$ cat src/rtl/rcm_pkg.sv
package rcm_pkg;

  // One input word.
  typedef struct packed {
    logic        operation;
    logic [10:0] range_lo;
    logic [10:0] range_hi;
    logic [30:0] value;
  } rcm_in_t;

  // One result word.
  typedef struct packed {
    logic [30:0] min_value;
    logic        empty_range;
  } rcm_out_t;

  localparam logic OP_RAISE = 1'b0;
  localparam logic OP_QUERY = 1'b1;

  localparam logic [30:0] VAL_MAX = 31'h7FFF_FFFF;

  typedef enum logic [1:0] {
    ST_CLEAR,
    ST_IDLE,
    ST_SWEEP,
    ST_DONE
  } rcm_state_t;

  // Commands from the controller to the datapath.
  typedef struct packed {
    logic clear_step;
    logic load;
    logic sweep;
  } rcm_cmd_t;

  // Status from the datapath to the controller.
  typedef struct packed {
    logic clear_last;
    logic load_empty;
    logic sweep_end;
  } rcm_status_t;

endpackage

$ cat src/rtl/rcm_ctrl.sv
module rcm_ctrl
  import rcm_pkg::*;
(
  input  logic        clk,
  input  logic        rst_n,
  input  logic        start,
  input  rcm_status_t status,
  output rcm_cmd_t    cmd,
  output logic        busy,
  output logic        out_valid
);

  rcm_state_t state_r, state_nxt;

  // State register.
  always_ff @(posedge clk) begin
    if (!rst_n) begin
      state_r <= ST_CLEAR;
    end else begin
      state_r <= state_nxt;
    end
  end

  // Next state.
  always_comb begin
    state_nxt = state_r;
    case (state_r)
      ST_CLEAR: begin
        if (status.clear_last) state_nxt = ST_IDLE;
      end
      ST_IDLE: begin
        if (start) state_nxt = status.load_empty ? ST_DONE : ST_SWEEP;
      end
      ST_SWEEP: begin
        if (status.sweep_end) state_nxt = ST_DONE;
      end
      ST_DONE: begin
        state_nxt = ST_IDLE;
      end
      default: begin
        state_nxt = ST_CLEAR;
      end
    endcase
  end

  // Outputs.
  always_comb begin
    cmd       = '0;
    busy      = 1'b1;
    out_valid = 1'b0;
    case (state_r)
      ST_CLEAR: begin
        cmd.clear_step = 1'b1;
      end
      ST_IDLE: begin
        busy     = 1'b0;
        cmd.load = start;
      end
      ST_SWEEP: begin
        cmd.sweep = 1'b1;
      end
      ST_DONE: begin
        out_valid = 1'b1;
      end
      default: begin
        busy = 1'b1;
      end
    endcase
  end

endmodule

$ cat config.mk
export PLATFORM = sky130hd
export DESIGN_NAME = rcm_ctrl
export DESIGN_NICKNAME = d
export VERILOG_FILES = /design/src/rtl/rcm_pkg.sv /design/src/rtl/rcm_ctrl.sv
export SDC_FILE = /design/constraint.sdc
export NUM_CORES = 1
export LEC_CHECK = 0
export BUFFER_PORTS_ARGS = -buffer_cell sky130_fd_sc_hd__buf_4
export CORE_AREA = 2 2 39 41
export CTS_CLUSTER_SIZE = 28
export DETAILED_ROUTE_END_ITERATION = 10
export DIE_AREA = 0 0 41 43
export PLACE_DENSITY_LB_ADDON = 0.15
export SETUP_SLACK_MARGIN = 0.4
export SLEW_MARGIN = 15
export SYNTH_ARGS = -nofsm -noshare
export SYNTH_HDL_FRONTEND = slang
export SYNTH_SLANG_ARGS = --single-unit
$ cat constraint.sdc
create_clock -name clk -period 1.3 [get_ports clk]
set_input_delay 0.26 -clock clk [delete_from_list [all_inputs] [get_ports clk]]
set_output_delay 0.26 -clock clk [all_outputs]
set_load 0.02 [all_outputs]
==> flow_summary.json <==
{
  "fp.coreArea_um2": 1380,
  "cts_tree": "built",
  "crit_fanout": 2,
  "synth-seq-area-share_pct": 21.3,
  "use_met2_pct": 11.3,
  "nets": 55,
  "die-area_um2": 1760,
  "cts_max_path_buffers": 2,
  "critPathKind": "reg2out",
  "numClockSinks": 2,
  "netlist_area_um2": 188,
  "worstPathRequired_ns": 1.04,
  "overflow": 0,
  "worst_setup_path_start_kind": "flop",
  "antenna_found_initial": 0,
  "period_share_pct": 104,
  "die_w_um": 41,
  "worstPathCellList": "inv_4, ha_4, buf_6, inv_4, nor2_4, buf_6",
  "drc": 0,
  "setup_violations": 5,
  "p_comb_share_pct": 71.2,
  "synthFlopType": "dfxtp_1",
  "ys_ff_latch": 2,
  "min_from": "rst_n",
  "fin_worst_skew_ns": 0.00627,
  "track_usage_pct": 7.82,
  "grt_use_met3_pct": 1.57,
  "grt_use_met1_pct": 8.63,
  "ys_top_cells_by_area": "ha_1 33%, dfxtp_1 21%, inv_1 12%, mux2i_1 11%, nand2_1 6.0%",
  "slew_headroom_pct": 82.3,
  "syn_area_per_cell_um2": 8.16,
  "syn_to_final_growth_pct": 143,
  "start_util_pct": 13.6,
  "slew_violations": 0,
  "crit_start": "state_r[1]",
  "synth_most_common_cell": "inv_1",
  "yosysTopAreaCell": "ha_1",
  "vias_per_cell": 3.58,
  "maxCapViolations": 0,
  "ant_nets": 0,
  "setup_tns_ns": -0.162,
  "dr.pass1.iters": 4,
  "pwr-share-clk_pct": 14.0,
  "antenna_cells": 0,
  "largest_register": "state_r",
  "placementRows": 14,
  "hold-worst-slack_ns": 0.321,
  "p_int_mw": 0.654,
  "path_depth": 6,
  "end_kind": "primary output",
  "critPathBufInv": 4,
  "numCtsBuffers": 3,
  "synth_edf_count": 0,
  "reg2reg_from": "state_r[1]",
  "htree_levels": 1,
  "cts_hold_buf": 0,
  "ys_async_sr_fraction_pct": 0,
  "clk_pin_slew_ns": 0.03,
  "period_needed_ns": 1.35,
  "hp-class": "in2reg",
  "reg.largest.list": "state_r (2)",
  "grt-busiest-layer": "met2",
  "min_path_cells": 3,
  "tightest_slew_ns": 0.265,
  "cp_top_family": "flip-flops",
  "wl_um": 525,
  "syn_nets": 34,
  "synth_commonest_cells": "6 x inv_1, 5 x ha_1, 3 x nand2_1",
  "die_h_um": 43,
  "fmax_mhz": 741,
  "layout-drive-gt1-share_pct": 67.4,
  "switching_share_pct": 40.1,
  "status": "finished, violations left",
  "port_buffers": 10,
  "clock_latency_ns": 0.23,
  "grt_max_degree": 5,
  "routedWlPerCell_um": 8.90,
  "power.switching_mw": 0.438,
  "syn_inst": 23,
  "leakage_nw": 0.210,
  "gp_congestion": 0.683,
  "ys_warn_count": 0,
  "rsz0062_at_grt": "true",
  "crit_arrival_ns": 1.09,
  "vias": 211,
  "grt_pass1_vias": 233,
  "detailedRoute.firstIterationViolations": 5,
  "hpwl_um": 386,
  "cts_root_buf": "clkbuf_4",
  "violations": "negative setup slack",
  "powerDensity_nw_per_um2": 2400,
  "design.portCount": 11,
  "irDropWorstVdd_mv": 0.819,
  "seqPwrFrac_pct": 14.9,
  "slowest_stage": "dfxtp_4",
  "synth_cell_types": 10,
  "hold_viol_final": 0,
  "largest_reg_flops": 2,
  "grt_pass1_wl_um": 903,
  "synth_top_area_share_pct": 33.3,
  "cpPeakStageDelay_ns": 0.36,
  "worst-r2r-cell-count": 5,
  "setup_slack_ns": -0.0503
}
stage by stage:
stage          power (mW)  cell area (um2)  std cells  worst slack, ns  util (%)
2_1_floorplan       0.537              228         23          -0.0225         -
3_3_place_gp        0.751              353         53         -0.00275      25.5
3_5_place_dp        0.753              353         53          0.00267      25.5
4_1_cts              1.10              453         59          -0.0643      32.7
5_1_grt              1.19              455         59           -0.105      32.9
6_report             1.09              455         59          -0.0503      32.9
timing repair:
item / in CTS / in global routing
resized for setup: 14 / 1
setup endpoints to repair: 7 / 7
pin swaps: 2 / 1
hold endpoints to repair: 0 / 0
buffers inserted: 2 / 0
cloned: 0 / 0
placed cells by master, fill, tap and decap left out, drive strengths merged:
| cell | netlist | routed |
|---|---|---|
| dfxtp | 2 | 2 |
| nand2 | 3 | 3 |
| nand2b | 1 | 1 |
| o21ai | 1 | 1 |
| a222oi | 1 | 1 |
| buf | 0 | 16 |
| clkbuf | 0 | 4 |
| and2 | 1 | 1 |
| inv | 6 | 6 |
| mux2i | 2 | 2 |
| nor2 | 1 | 1 |
| ha | 5 | 5 |
worst min-delay path: cells and delay by family:
kind | cells | cell delay (ns)
AND/OR/NAND/NOR | 1 | 0.06
buffers and inverters | 1 | 0.12
multiplexers | 1 | 0.06
logic make-up (layout without fill, tap and decap cells):
logic type      Yosys count  after routing  share of synthesized area, %
simple gates              6              6                          14.7
buf+inv                   6             26                          12.0
flops                     2              2                          21.3
mux                       2              2                          10.7
compound gates            2              2                          8.00
fa+ha+maj                 5              5                          33.3
power groups by stage:
stage               logic [mW]  clock network (mW)  registers, mW
floorplan                0.387                   0          0.150
global placement         0.600                   0          0.151
detailed placement       0.603                   0          0.151
CTS                      0.786               0.162          0.157
global route             0.853               0.170          0.167
finish                   0.777               0.152          0.162
final cells by class:
| type | instances | area, um2 |
|---|---|---|
| timing repair buffer | 16 | 146 |
| inverter | 6 | 32.5 |
| tap | 16 | 20.0 |
| sequential | 2 | 47.5 |
| multi-input combinational | 15 | 183 |
| fill | 143 | 928 |
| clock buffer | 4 | 26.3 |
per-layer routing:
layer | vias to the layer above | share of wire [%]
li1 | 110 | -
met1 | 95 | 41
met2 | 6 | 53
met3 | 0 | 5.5
met4 | 0 | 0
met5 | - | 0
path summary, 6_finish.rpt:
kind	to	slack, ns
worst max register to register	state_r[0]	-0.03
worst max-delay path	cmd[1]	-0.05
worst min-delay path	state_r[1]	0.32
worst min register to register	state_r[0]	0.67
No activity file was read; power rests on OpenSTA's default activity.
